<file path="config.mk">
export PLATFORM = sky130hd
export DESIGN_NAME = sm3_hash_engine_flat
export DESIGN_NICKNAME = d
export VERILOG_FILES = /design/src/hdl/sm3_pkg.sv /design/src/hdl/sm3_if.sv /design/src/hdl/sm3_front.sv /design/src/hdl/sm3_queue.sv /design/src/hdl/sm3_back.sv /design/src/hdl/sm3_hash_engine.sv /design/src/flat_wrapper.sv
export VERILOG_INCLUDE_DIRS = /design/src /design/src/hdl
export SDC_FILE = /design/constraint.sdc
export NUM_CORES = 2
export LEC_CHECK = 0
export ABC_AREA = 0
export BUFFER_PORTS_ARGS = -buffer_cell sky130_fd_sc_hd__buf_2
export CAP_MARGIN = 20
export CORE_MARGIN = 5
export CORE_UTILIZATION = 50
export DETAILED_ROUTE_END_ITERATION = 10
export PLACE_DENSITY = 0.71
export RECOVER_POWER = 100
export SLEW_MARGIN = 20
export SYNTH_ARGS = -nofsm -noshare
export SYNTH_HDL_FRONTEND = slang
export SYNTH_HIERARCHICAL = 1
export SYNTH_SLANG_ARGS = --single-unit
</file>
<file path="constraint.sdc">
create_clock -name clk -period 9.5 [get_ports clk]
set_input_delay 1.425 -clock clk [delete_from_list [all_inputs] [get_ports clk]]
set_output_delay 1.425 -clock clk [all_outputs]
set_load 0.02 [all_outputs]
</file>
<file path="src/hdl/sm3_hash_engine_assert.svh">
// assertion macros used by the sm3 back module
// depends on nothing; included inside module bodies
`ifndef SM3_HASH_ENGINE_ASSERT_SVH
`define SM3_HASH_ENGINE_ASSERT_SVH

// implication checked every clock outside reset
`define SM3_ASSERT_IMP(label, ante, cons) \
  label: assert property (@(posedge clk) disable iff (!rst_n) (ante) |-> (cons)) \
    else $error("sm3 check failed");

// next-cycle implication checked outside reset
`define SM3_ASSERT_NEXT(label, ante, cons) \
  label: assert property (@(posedge clk) disable iff (!rst_n) (ante) |=> (cons)) \
    else $error("sm3 check failed");

`endif

</file>
<file path="src/hdl/sm3_pkg.sv">
// sm3 engine package: types, constants and round functions
// depends on nothing
package sm3_pkg;
  localparam int unsigned QueueDepth = 4;
  localparam logic [31:0] TjLow = 32'h79cc4519;
  localparam logic [31:0] TjHigh = 32'h7a879d8a;
  localparam logic [7:0] PadByte = 8'h80;

  typedef logic [31:0] word_t;
  typedef word_t [7:0] state_t;

  typedef struct packed {
    word_t      data;
    logic       fin;
  } qitem_t;

  localparam state_t IV = {32'hb0fb0e4e, 32'he38dee4d, 32'h163138aa, 32'ha96f30bc,
                           32'hda8a0600, 32'h172442d7, 32'h4914b2b9, 32'h7380166f};

  function automatic word_t rotl(input word_t x, input logic [4:0] n);
    logic [63:0] d;
    d = {x, x} << n;
    return d[63:32];
  endfunction

  function automatic word_t perm0(input word_t x);
    return x ^ rotl(x, 5'd9) ^ rotl(x, 5'd17);
  endfunction

  function automatic word_t perm1(input word_t x);
    return x ^ rotl(x, 5'd15) ^ rotl(x, 5'd23);
  endfunction
endpackage

</file>
<file path="src/hdl/sm3_if.sv">
// valid/ready channel interface for the sm3 engine
// depends on nothing
interface sm3_in_if;
  logic        valid;
  logic        ready;
  logic [31:0] data_word;
  logic [2:0]  byte_count;
  logic        last_word;
  modport source(output valid, data_word, byte_count, last_word, input ready);
  modport sink(input valid, data_word, byte_count, last_word, output ready);
endinterface

interface sm3_out_if;
  logic        valid;
  logic        ready;
  logic [31:0] digest_word;
  logic [2:0]  word_index;
  logic        digest_done;
  modport source(output valid, digest_word, word_index, digest_done, input ready);
  modport sink(input valid, digest_word, word_index, digest_done, output ready);
endinterface

</file>
<file path="src/hdl/sm3_front.sv">
// sm3 front: masks the last item, pads it when partial, pushes item into queue
// depends on sm3_pkg
module sm3_front (
  input  logic           in_valid,
  output logic           in_ready,
  input  logic [31:0]    in_data_word,
  input  logic [2:0]     in_byte_count,
  input  logic           in_last_word,
  output logic           q_push,
  output sm3_pkg::qitem_t q_item,
  input  logic           q_full
);
  import sm3_pkg::*;

  logic [2:0] cnt;
  word_t keep;
  word_t padw;

  assign in_ready = !q_full;
  assign q_push = in_valid && in_ready;

  always_comb begin
    cnt = (!in_last_word || in_byte_count > 3'd4) ? 3'd4 : in_byte_count;
    keep = '0;
    padw = '0;
    unique case (cnt)
      3'd0: begin keep = 32'h0; padw = {PadByte, 24'h0}; end
      3'd1: begin keep = 32'hff000000; padw = {8'h0, PadByte, 16'h0}; end
      3'd2: begin keep = 32'hffff0000; padw = {16'h0, PadByte, 8'h0}; end
      3'd3: begin keep = 32'hffffff00; padw = {24'h0, PadByte}; end
      default: begin keep = 32'hffffffff; padw = '0; end
    endcase
    q_item.data = (in_data_word & keep) | padw;
    q_item.fin = in_last_word;
  end
  // the saturated byte count travels beside the item in the queue
endmodule

</file>
<file path="src/hdl/sm3_queue.sv">
// short fifo between front and back
// depends on sm3_pkg
module sm3_queue #(
  parameter int unsigned Depth = sm3_pkg::QueueDepth
) (
  input  logic            clk,
  input  logic            rst_n,
  input  logic            push,
  input  sm3_pkg::qitem_t din,
  input  logic [2:0]      din_cnt,
  output logic            full,
  input  logic            pop,
  output sm3_pkg::qitem_t dout,
  output logic [2:0]      dout_cnt,
  output logic            empty
);
  import sm3_pkg::*;
  localparam int unsigned AW = (Depth > 1) ? $clog2(Depth) : 1;

  qitem_t mem_r [Depth];
  logic [2:0] cmem_r [Depth];
  logic [AW-1:0] wp_r, rp_r;
  logic [AW:0] n_r;

  assign full = (n_r == (AW+1)'(Depth));
  assign empty = (n_r == '0);
  assign dout = mem_r[rp_r];
  assign dout_cnt = cmem_r[rp_r];

  always_ff @(posedge clk) begin
    if (push && !full) begin
      mem_r[wp_r] <= din;
      cmem_r[wp_r] <= din_cnt;
    end
  end

  always_ff @(posedge clk) begin
    if (!rst_n) begin
      wp_r <= '0; rp_r <= '0; n_r <= '0;
    end else begin
      if (push && !full) wp_r <= (wp_r == AW'(Depth-1)) ? '0 : wp_r + 1'b1;
      if (pop && !empty) rp_r <= (rp_r == AW'(Depth-1)) ? '0 : rp_r + 1'b1;
      n_r <= n_r + (AW+1)'(push && !full) - (AW+1)'(pop && !empty);
    end
  end
endmodule

</file>
<file path="src/hdl/sm3_back.sv">
// sm3 back: block buffer, expansion, 64 rounds, padding and digest output
// depends on sm3_pkg, sm3_out_if and the assertion header
module sm3_back (
  input  logic            clk,
  input  logic            rst_n,
  input  logic            q_empty,
  input  sm3_pkg::qitem_t q_item,
  input  logic [2:0]      q_cnt,
  output logic            q_pop,
  sm3_out_if.source       out
);
  import sm3_pkg::*;
  `include "sm3_hash_engine_assert.svh"

  localparam logic [2:0] S_TAKE = 3'd0;
  localparam logic [2:0] S_PAD  = 3'd1;
  localparam logic [2:0] S_RND  = 3'd2;
  localparam logic [2:0] S_OUT  = 3'd3;
  localparam logic [2:0] S_FOLD = 3'd4;

  logic [2:0] st_r, st_nxt;
  state_t cv_r, r_r;
  word_t w_r [16];           // sliding window of expansion words
  logic [3:0] pos_r;
  logic [60:0] nbytes_r;
  logic [5:0] rnd_r;
  logic pad_r;               // finishing message
  logic padone_r;            // 0x80 already placed
  logic bits_written_r;      // length high word placed in this block
  logic [2:0] oidx_r;

  word_t push_w;
  logic  do_push;
  word_t wn, wj, wj4, tj, a12, ss1, ss2, ff, gg, tt1, tt2;
  logic [63:0] bits;

  assign bits = {nbytes_r, 3'b000};

  // word to push into the block buffer
  always_comb begin
    push_w = '0;
    do_push = 1'b0;
    q_pop = 1'b0;
    if (st_r == S_TAKE && !q_empty) begin
      do_push = 1'b1;
      q_pop = 1'b1;
      push_w = q_item.data;
    end else if (st_r == S_PAD) begin
      do_push = 1'b1;
      // length goes in only when slot 14 was free for its high word
      if (!padone_r) push_w = {PadByte, 24'h0};
      else if (pos_r == 4'd14) push_w = bits[63:32];
      else if (pos_r == 4'd15 && bits_written_r) push_w = bits[31:0];
      else push_w = '0;
    end
  end

  // one round
  always_comb begin
    wj  = w_r[0];
    wj4 = w_r[4];
    wn  = perm1(w_r[0] ^ w_r[7] ^ rotl(w_r[13], 5'd15)) ^ rotl(w_r[3], 5'd7) ^ w_r[10];
    tj  = rotl((rnd_r < 6'd16) ? TjLow : TjHigh, rnd_r[4:0]);
    a12 = rotl(r_r[0], 5'd12);
    ss1 = rotl(a12 + r_r[4] + tj, 5'd7);
    ss2 = ss1 ^ a12;
    if (rnd_r < 6'd16) begin
      ff = r_r[0] ^ r_r[1] ^ r_r[2];
      gg = r_r[4] ^ r_r[5] ^ r_r[6];
    end else begin
      ff = (r_r[0] & r_r[1]) | (r_r[0] & r_r[2]) | (r_r[1] & r_r[2]);
      gg = (r_r[4] & r_r[5]) | (~r_r[4] & r_r[6]);
    end
    tt1 = ff + r_r[3] + ss2 + (wj ^ wj4);
    tt2 = gg + r_r[7] + ss1 + wj;
  end

  always_comb begin
    st_nxt = st_r;
    unique case (st_r)
      S_TAKE: if (!q_empty) begin
        if (pos_r == 4'd15) st_nxt = S_RND;
        else if (q_item.fin) st_nxt = S_PAD;
      end
      S_PAD: if (pos_r == 4'd15) st_nxt = S_RND;
      S_RND: if (rnd_r == 6'd63) st_nxt = S_FOLD;
      // more data, more padding, or digest ready
      S_FOLD: st_nxt = !pad_r ? S_TAKE : (bits_written_r ? S_OUT : S_PAD);
      S_OUT: if (out.ready && oidx_r == 3'd7) st_nxt = S_TAKE;
      default: st_nxt = S_TAKE;
    endcase
  end

  assign out.valid = (st_r == S_OUT);
  assign out.digest_word = cv_r[oidx_r];
  assign out.word_index = oidx_r;
  assign out.digest_done = (oidx_r == 3'd7);

  always_ff @(posedge clk) begin
    if (do_push) w_r[pos_r] <= push_w;
    if (st_r == S_RND) begin
      for (int i = 0; i < 15; i++) w_r[i] <= w_r[i+1];
      w_r[15] <= wn;
    end
    if (st_r == S_RND) begin
      r_r[3] <= r_r[2]; r_r[2] <= rotl(r_r[1], 5'd9); r_r[1] <= r_r[0]; r_r[0] <= tt1;
      r_r[7] <= r_r[6]; r_r[6] <= rotl(r_r[5], 5'd19); r_r[5] <= r_r[4];
      r_r[4] <= perm0(tt2);
    end else begin
      r_r <= cv_r;
    end
  end

  always_ff @(posedge clk) begin
    if (!rst_n) begin
      st_r <= S_TAKE; cv_r <= IV; pos_r <= '0; nbytes_r <= '0; rnd_r <= '0;
      pad_r <= 1'b0; padone_r <= 1'b0; oidx_r <= '0;
    end else begin
      if (do_push) pos_r <= pos_r + 4'd1;
      if (st_r == S_TAKE && !q_empty) begin
        if (q_item.fin) begin
          nbytes_r <= nbytes_r + 61'(q_cnt);
          pad_r <= 1'b1;
          padone_r <= (q_cnt != 3'd4);
        end else begin
          nbytes_r <= nbytes_r + 61'd4;
        end
      end
      if (st_r == S_PAD) padone_r <= 1'b1;
      if (st_r == S_RND) rnd_r <= rnd_r + 6'd1;
      st_r <= st_nxt;
      if (st_r == S_FOLD) cv_r <= cv_r ^ r_r;
      if (st_r == S_OUT && out.ready) begin
        oidx_r <= oidx_r + 3'd1;
        if (oidx_r == 3'd7) begin
          cv_r <= IV; pos_r <= '0; nbytes_r <= '0; pad_r <= 1'b0; padone_r <= 1'b0;
        end
      end
    end
  end

  always_ff @(posedge clk) begin
    if (!rst_n) bits_written_r <= 1'b0;
    else if (st_r == S_PAD && pos_r == 4'd14 && padone_r) bits_written_r <= 1'b1;
    else if (st_r == S_OUT) bits_written_r <= 1'b0;
  end

  `SM3_ASSERT_IMP(a_out_only_out, out.valid, st_r == S_OUT)
  `SM3_ASSERT_IMP(a_rnd_pos, st_r == S_RND, pos_r == 4'd0)
  `SM3_ASSERT_NEXT(a_fold_after, st_r == S_RND && rnd_r == 6'd63, st_r == S_FOLD)
  `SM3_ASSERT_IMP(a_no_pop, q_pop, st_r == S_TAKE)
endmodule

</file>
<file path="src/hdl/sm3_hash_engine.sv">
// sm3 hash engine top level
// depends on sm3_pkg, sm3_if, sm3_front, sm3_queue, sm3_back
//
// usage: message words enter on in (data_word big-endian, last_word marks
// the final item, byte_count gives its 0..4 leading bytes). after the last
// item eight digest items leave on out, index 0 first, digest_done on 7.
// the front masks the last word, pads it when partial, and queues items;
// the back fills a 16-word block, then runs one compression round per
// cycle from a sliding 16-word expansion window, 64 rounds and then a fold.
// flow: the back takes items only while it fills a block and none while
// the single shared round unit runs the rounds and the fold; the queue
// (4 entries by default) holds items while the back is not taking them.
// the final item adds the rest of its block and at most one more padding
// block before the eight digest items.
// reset: synchronous active low, empties the queue and restores the
// initial chaining value. a stalled out ready holds the digest; the queue
// keeps taking items until it fills.
module sm3_hash_engine #(
  parameter int unsigned QDepth = sm3_pkg::QueueDepth
) (
  input logic        clk,
  input logic        rst_n,
  sm3_in_if.sink     in,
  sm3_out_if.source  out
);
  import sm3_pkg::*;

  logic   q_push, q_full, q_pop, q_empty;
  qitem_t q_in, q_out;
  logic [2:0] c_in, c_out;

  // saturated byte count of the item
  assign c_in = (!in.last_word || in.byte_count > 3'd4) ? 3'd4 : in.byte_count;

  sm3_front u_front (
    .in_valid(in.valid), .in_ready(in.ready), .in_data_word(in.data_word),
    .in_byte_count(in.byte_count), .in_last_word(in.last_word),
    .q_push, .q_item(q_in), .q_full
  );

  sm3_queue #(.Depth(QDepth)) u_queue (
    .clk, .rst_n, .push(q_push), .din(q_in), .din_cnt(c_in), .full(q_full),
    .pop(q_pop), .dout(q_out), .dout_cnt(c_out), .empty(q_empty)
  );

  sm3_back u_back (
    .clk, .rst_n, .q_empty, .q_item(q_out), .q_cnt(c_out), .q_pop, .out
  );
endmodule
</file>
<file path="src/flat_wrapper.sv">
// flat-port wrapper written by rule: the top's interface ports become plain ports
module sm3_hash_engine_flat import sm3_pkg::*;
#(
  parameter int unsigned QDepth = sm3_pkg::QueueDepth
)
  (clk, rst_n, in_valid, in_data_word, in_byte_count, in_last_word, in_ready, out_valid, out_digest_word, out_word_index, out_digest_done, out_ready);
  sm3_in_if in_i ();
  sm3_out_if out_i ();
  input logic clk;
  input logic rst_n;
  input wire logic [$bits(in_i.valid)-1:0] in_valid;
  input wire logic [$bits(in_i.data_word)-1:0] in_data_word;
  input wire logic [$bits(in_i.byte_count)-1:0] in_byte_count;
  input wire logic [$bits(in_i.last_word)-1:0] in_last_word;
  output wire logic [$bits(in_i.ready)-1:0] in_ready;
  output wire logic [$bits(out_i.valid)-1:0] out_valid;
  output wire logic [$bits(out_i.digest_word)-1:0] out_digest_word;
  output wire logic [$bits(out_i.word_index)-1:0] out_word_index;
  output wire logic [$bits(out_i.digest_done)-1:0] out_digest_done;
  input wire logic [$bits(out_i.ready)-1:0] out_ready;
  assign in_i.valid = in_valid;
  assign in_i.data_word = in_data_word;
  assign in_i.byte_count = in_byte_count;
  assign in_i.last_word = in_last_word;
  assign in_ready = in_i.ready;
  assign out_valid = out_i.valid;
  assign out_digest_word = out_i.digest_word;
  assign out_word_index = out_i.word_index;
  assign out_digest_done = out_i.digest_done;
  assign out_i.ready = out_ready;
  sm3_hash_engine #(.QDepth(QDepth)) u_core (.clk(clk), .rst_n(rst_n), .in(in_i), .out(out_i));
endmodule
</file>
==> run metrics <==
status=finished, violations left; failing checks=capacitance limit, slew limit; setup ws final=0.439 ns; total global-route track usage=31.0%; via/cell ratio=5.81; GPL Wtd Cong=1.05; vias in the first global route=44700; met2 Use GR=48.5%; largest net degree at the start of global routing=224; HPWL Detailed=156000 um; Yosys cell types=98; register area share after synthesis=49.0%; reg-to-reg startpoint=u_core/u_back/rnd_r[5]; FMAX=110 MHz; Main synth FF type=edfxtp_1; total CTS buffers=138; Ys Warns=6; Area Overhead vs Synth=10.9%; final hold vios=0; worst hold path type=reg2reg; Die Wd=370 um; measured slew at the worst slew-check pin=4.53 ns; slew margin rel.=-202%; WL per Instance=26.6 um; Synth Net Count=6442; Post-Syn Area=64700 sq um; reg2reg setup slack=0.44 ns; Min-Delay Endpoint=u_core/u_back/r_r[105]; via count=46600; drt first-iter violations=4894; FF-to-FF path depth=37; TritonRoute pass-1 iters=6; Core Area=129000 sq um; layout cells sized above 1=9.17%; Detail Route Antenna Nets=0; final instance area=71800 sq um; Slew Viols, Final=1513; GRT busiest layer=met2; layout net count=6499; #FFs+latches synth=1257; CTS max path bufs=3; initial antenna violation count=15; Setup crit end kind=flip-flop; Clock Skew=0.0487 ns; fin crit share=95.4%; Die ar.=137000 sq um; met3 usage in global routing=5.54%; Max Cap Viol=37; final wirelength=213000 um; H-tree lvl count=4; Initial Util=50.1%; Post-Place Cells=7756; Rows=132; Crit path largest cell delay=0.50 ns; Root Buffer=clkbuf_16; PortBufs=77; Num Clock Sinks=1257; area post-placement=67400 sq um; CP startpoint kind=flip-flop; Critical Path RT=10.17 ns; slowest CP cell=fa_1; CTS tree=built; non-filler cells, final=8017; Crit Path Max Fanout=6; Reg clk slew, reported paths=0.06 ns; met1 GRT Util=40.8%; dpl ws=0.394 ns; DRC viols=0; height of the die=370 um; crit path DAT=9.73 ns; RR Endpoint=u_core/u_back/r_r[144]; setup TNS=0 ns; syn avg cell area=10.6 sq um; unrepaired setup endpoints after global routing=no; setup violators final=0; first-pass GRT wire length=309000 um; hold_sp=u_core/u_back/cv_r[105]; Post-synth EDFFs=656; final worst path period need=9.06 ns; grt ovf=0; postcts setup bufs=0; Worst-Skew Late Latency=0.80 ns; hold depth=2; post-synthesis async set-or-reset flop share=0%; Mapped Cells=6097; crit path kind=reg2reg; I/O pin cnt=78
## cell usage after synthesis (all sizes together), types with 61 or more instances
| library cell | n | area, sq um |
|---|---|---|
| ha | 115 | 1440 |
| o21ai | 349 | 1750 |
| a21oi | 239 | 1200 |
| a21o | 519 | 3900 |
| xor2 | 257 | 2250 |
| xnor2 | 374 | 3280 |
| fa | 190 | 3800 |
| inv | 359 | 1350 |
| dfxtp | 601 | 12000 |
| nand2 | 965 | 3630 |
| nor2 | 324 | 1230 |
| mux2i | 61 | 611 |
| and3 | 137 | 862 |
| mux4 | 100 | 2270 |
| edfxtp | 656 | 19700 |
| clkbuf | 280 | 1050 |
## state kept, by name, indices dropped and copies added (netlist names), 4 cells and up, named ones only
signal,flops
u_core/u_back/w_r,512
u_core/u_back/cv_r,256
u_core/u_back/r_r,224
u_core/u_queue/mem_r,132
u_core/u_back/nbytes_r,61
u_core/u_back/a12,32
u_core/u_queue/cmem_r,12
u_core/u_back/rnd_r,6
u_core/u_back/pos_r,4
## layout by cell type, fill, tap and decap left out, types with 19 or more instances in the layout
cell	n
mux2_2	36
a22oi_1	29
mux2i_1	61
o21a_1	19
buf_2	54
and3_1	136
o211ai_1	41
nor2_1	320
fa_1	190
a21oi_1	238
a21o_1	519
inv_1	357
mux4_2	94
nand3_1	55
clkbuf_8	20
o21ai_0	343
dfxtp_1	596
clkbuf_16	139
xor2_1	257
clkbuf_1	96
buf_4	106
nor3_1	24
edfxtp_1	656
nor2b_1	27
a31oi_1	32
nand2_1	957
xnor2_1	371
ha_1	115
## logic make-up after synthesis
family | after synthesis | synth area share, %
muxes | 210 | 5.31
xor gates and xnor gates | 636 | 8.72
adders and majority gates | 306 | 8.11
DFF | 1257 | 49.0
AOI/OAI and AO/OA | 1355 | 13.5
buffers and inverters | 678 | 4.08
and+or+nand+nor | 1655 | 11.2
## through the flow
step / hold slack, ns / utilization, %
after floorplan: 0.441 / -
after global placement: 0.450 / 52.2
after detailed placement: 0.459 / 52.2
after CTS: 0.443 / 55.8
after global routing: 0.473 / 55.6
final: 0.447 / 55.6
## timing repair
item,in CTS,in global routing
gates resized for setup,0,8
setup endpoints to repair,0,27
hold buffers,0,0
## metal layers
layer  wire (um)  vias up
li1            -    21100
met4       14300       14
met2       96900     1871
met3       15300      413
met1       86800    23200
met5         111        -
## worst max-delay path, delay by kind of cell (launching register included)
kind            cells  cell delay [ns]
xor+xnor            2             0.61
compound gates     16             3.35
fa+ha+maj           6             2.46
simple gates        4             0.66
mux                 3             0.88
buf+inv             6             0.65
flops               1             0.33
## how the worst max path moves through the flow
stage / startpoint / end / slack [ns] / cells past startpoint
detailed placement: u_core/u_back/rnd_r[5] / u_core/u_back/r_r[136] / 0.39 / 39
global route: u_core/u_back/rnd_r[5] / u_core/u_back/r_r[136] / 0.004 / 40
global placement: u_core/u_back/rnd_r[5] / u_core/u_back/r_r[136] / 0.51 / 40
CTS: u_core/u_back/rnd_r[5] / u_core/u_back/r_r[144] / 0.35 / 38
finish: u_core/u_back/rnd_r[5] / u_core/u_back/r_r[144] / 0.44 / 37
floorplan: u_core/u_back/rnd_r[5] / u_core/u_back/r_r[144] / 0.06 / 39
## area by class of cell
cell class                      instances  area (sq um)
Antenna cell                            7          17.5
Clock buffer                          191          3870
Clock inverter                         63           759
Fill cell                           11200         57400
Inverter                              360          1360
Multi-Input combinational cell       4162         30400
Sequential cell                      1257         31700
Tap cell                             1742          2180
Timing Repair Buffer                  235          1430
Power is left out: the tool's default activity adds up to more than one toggle a clock period on the data nets, which glitch-free logic cannot reach.
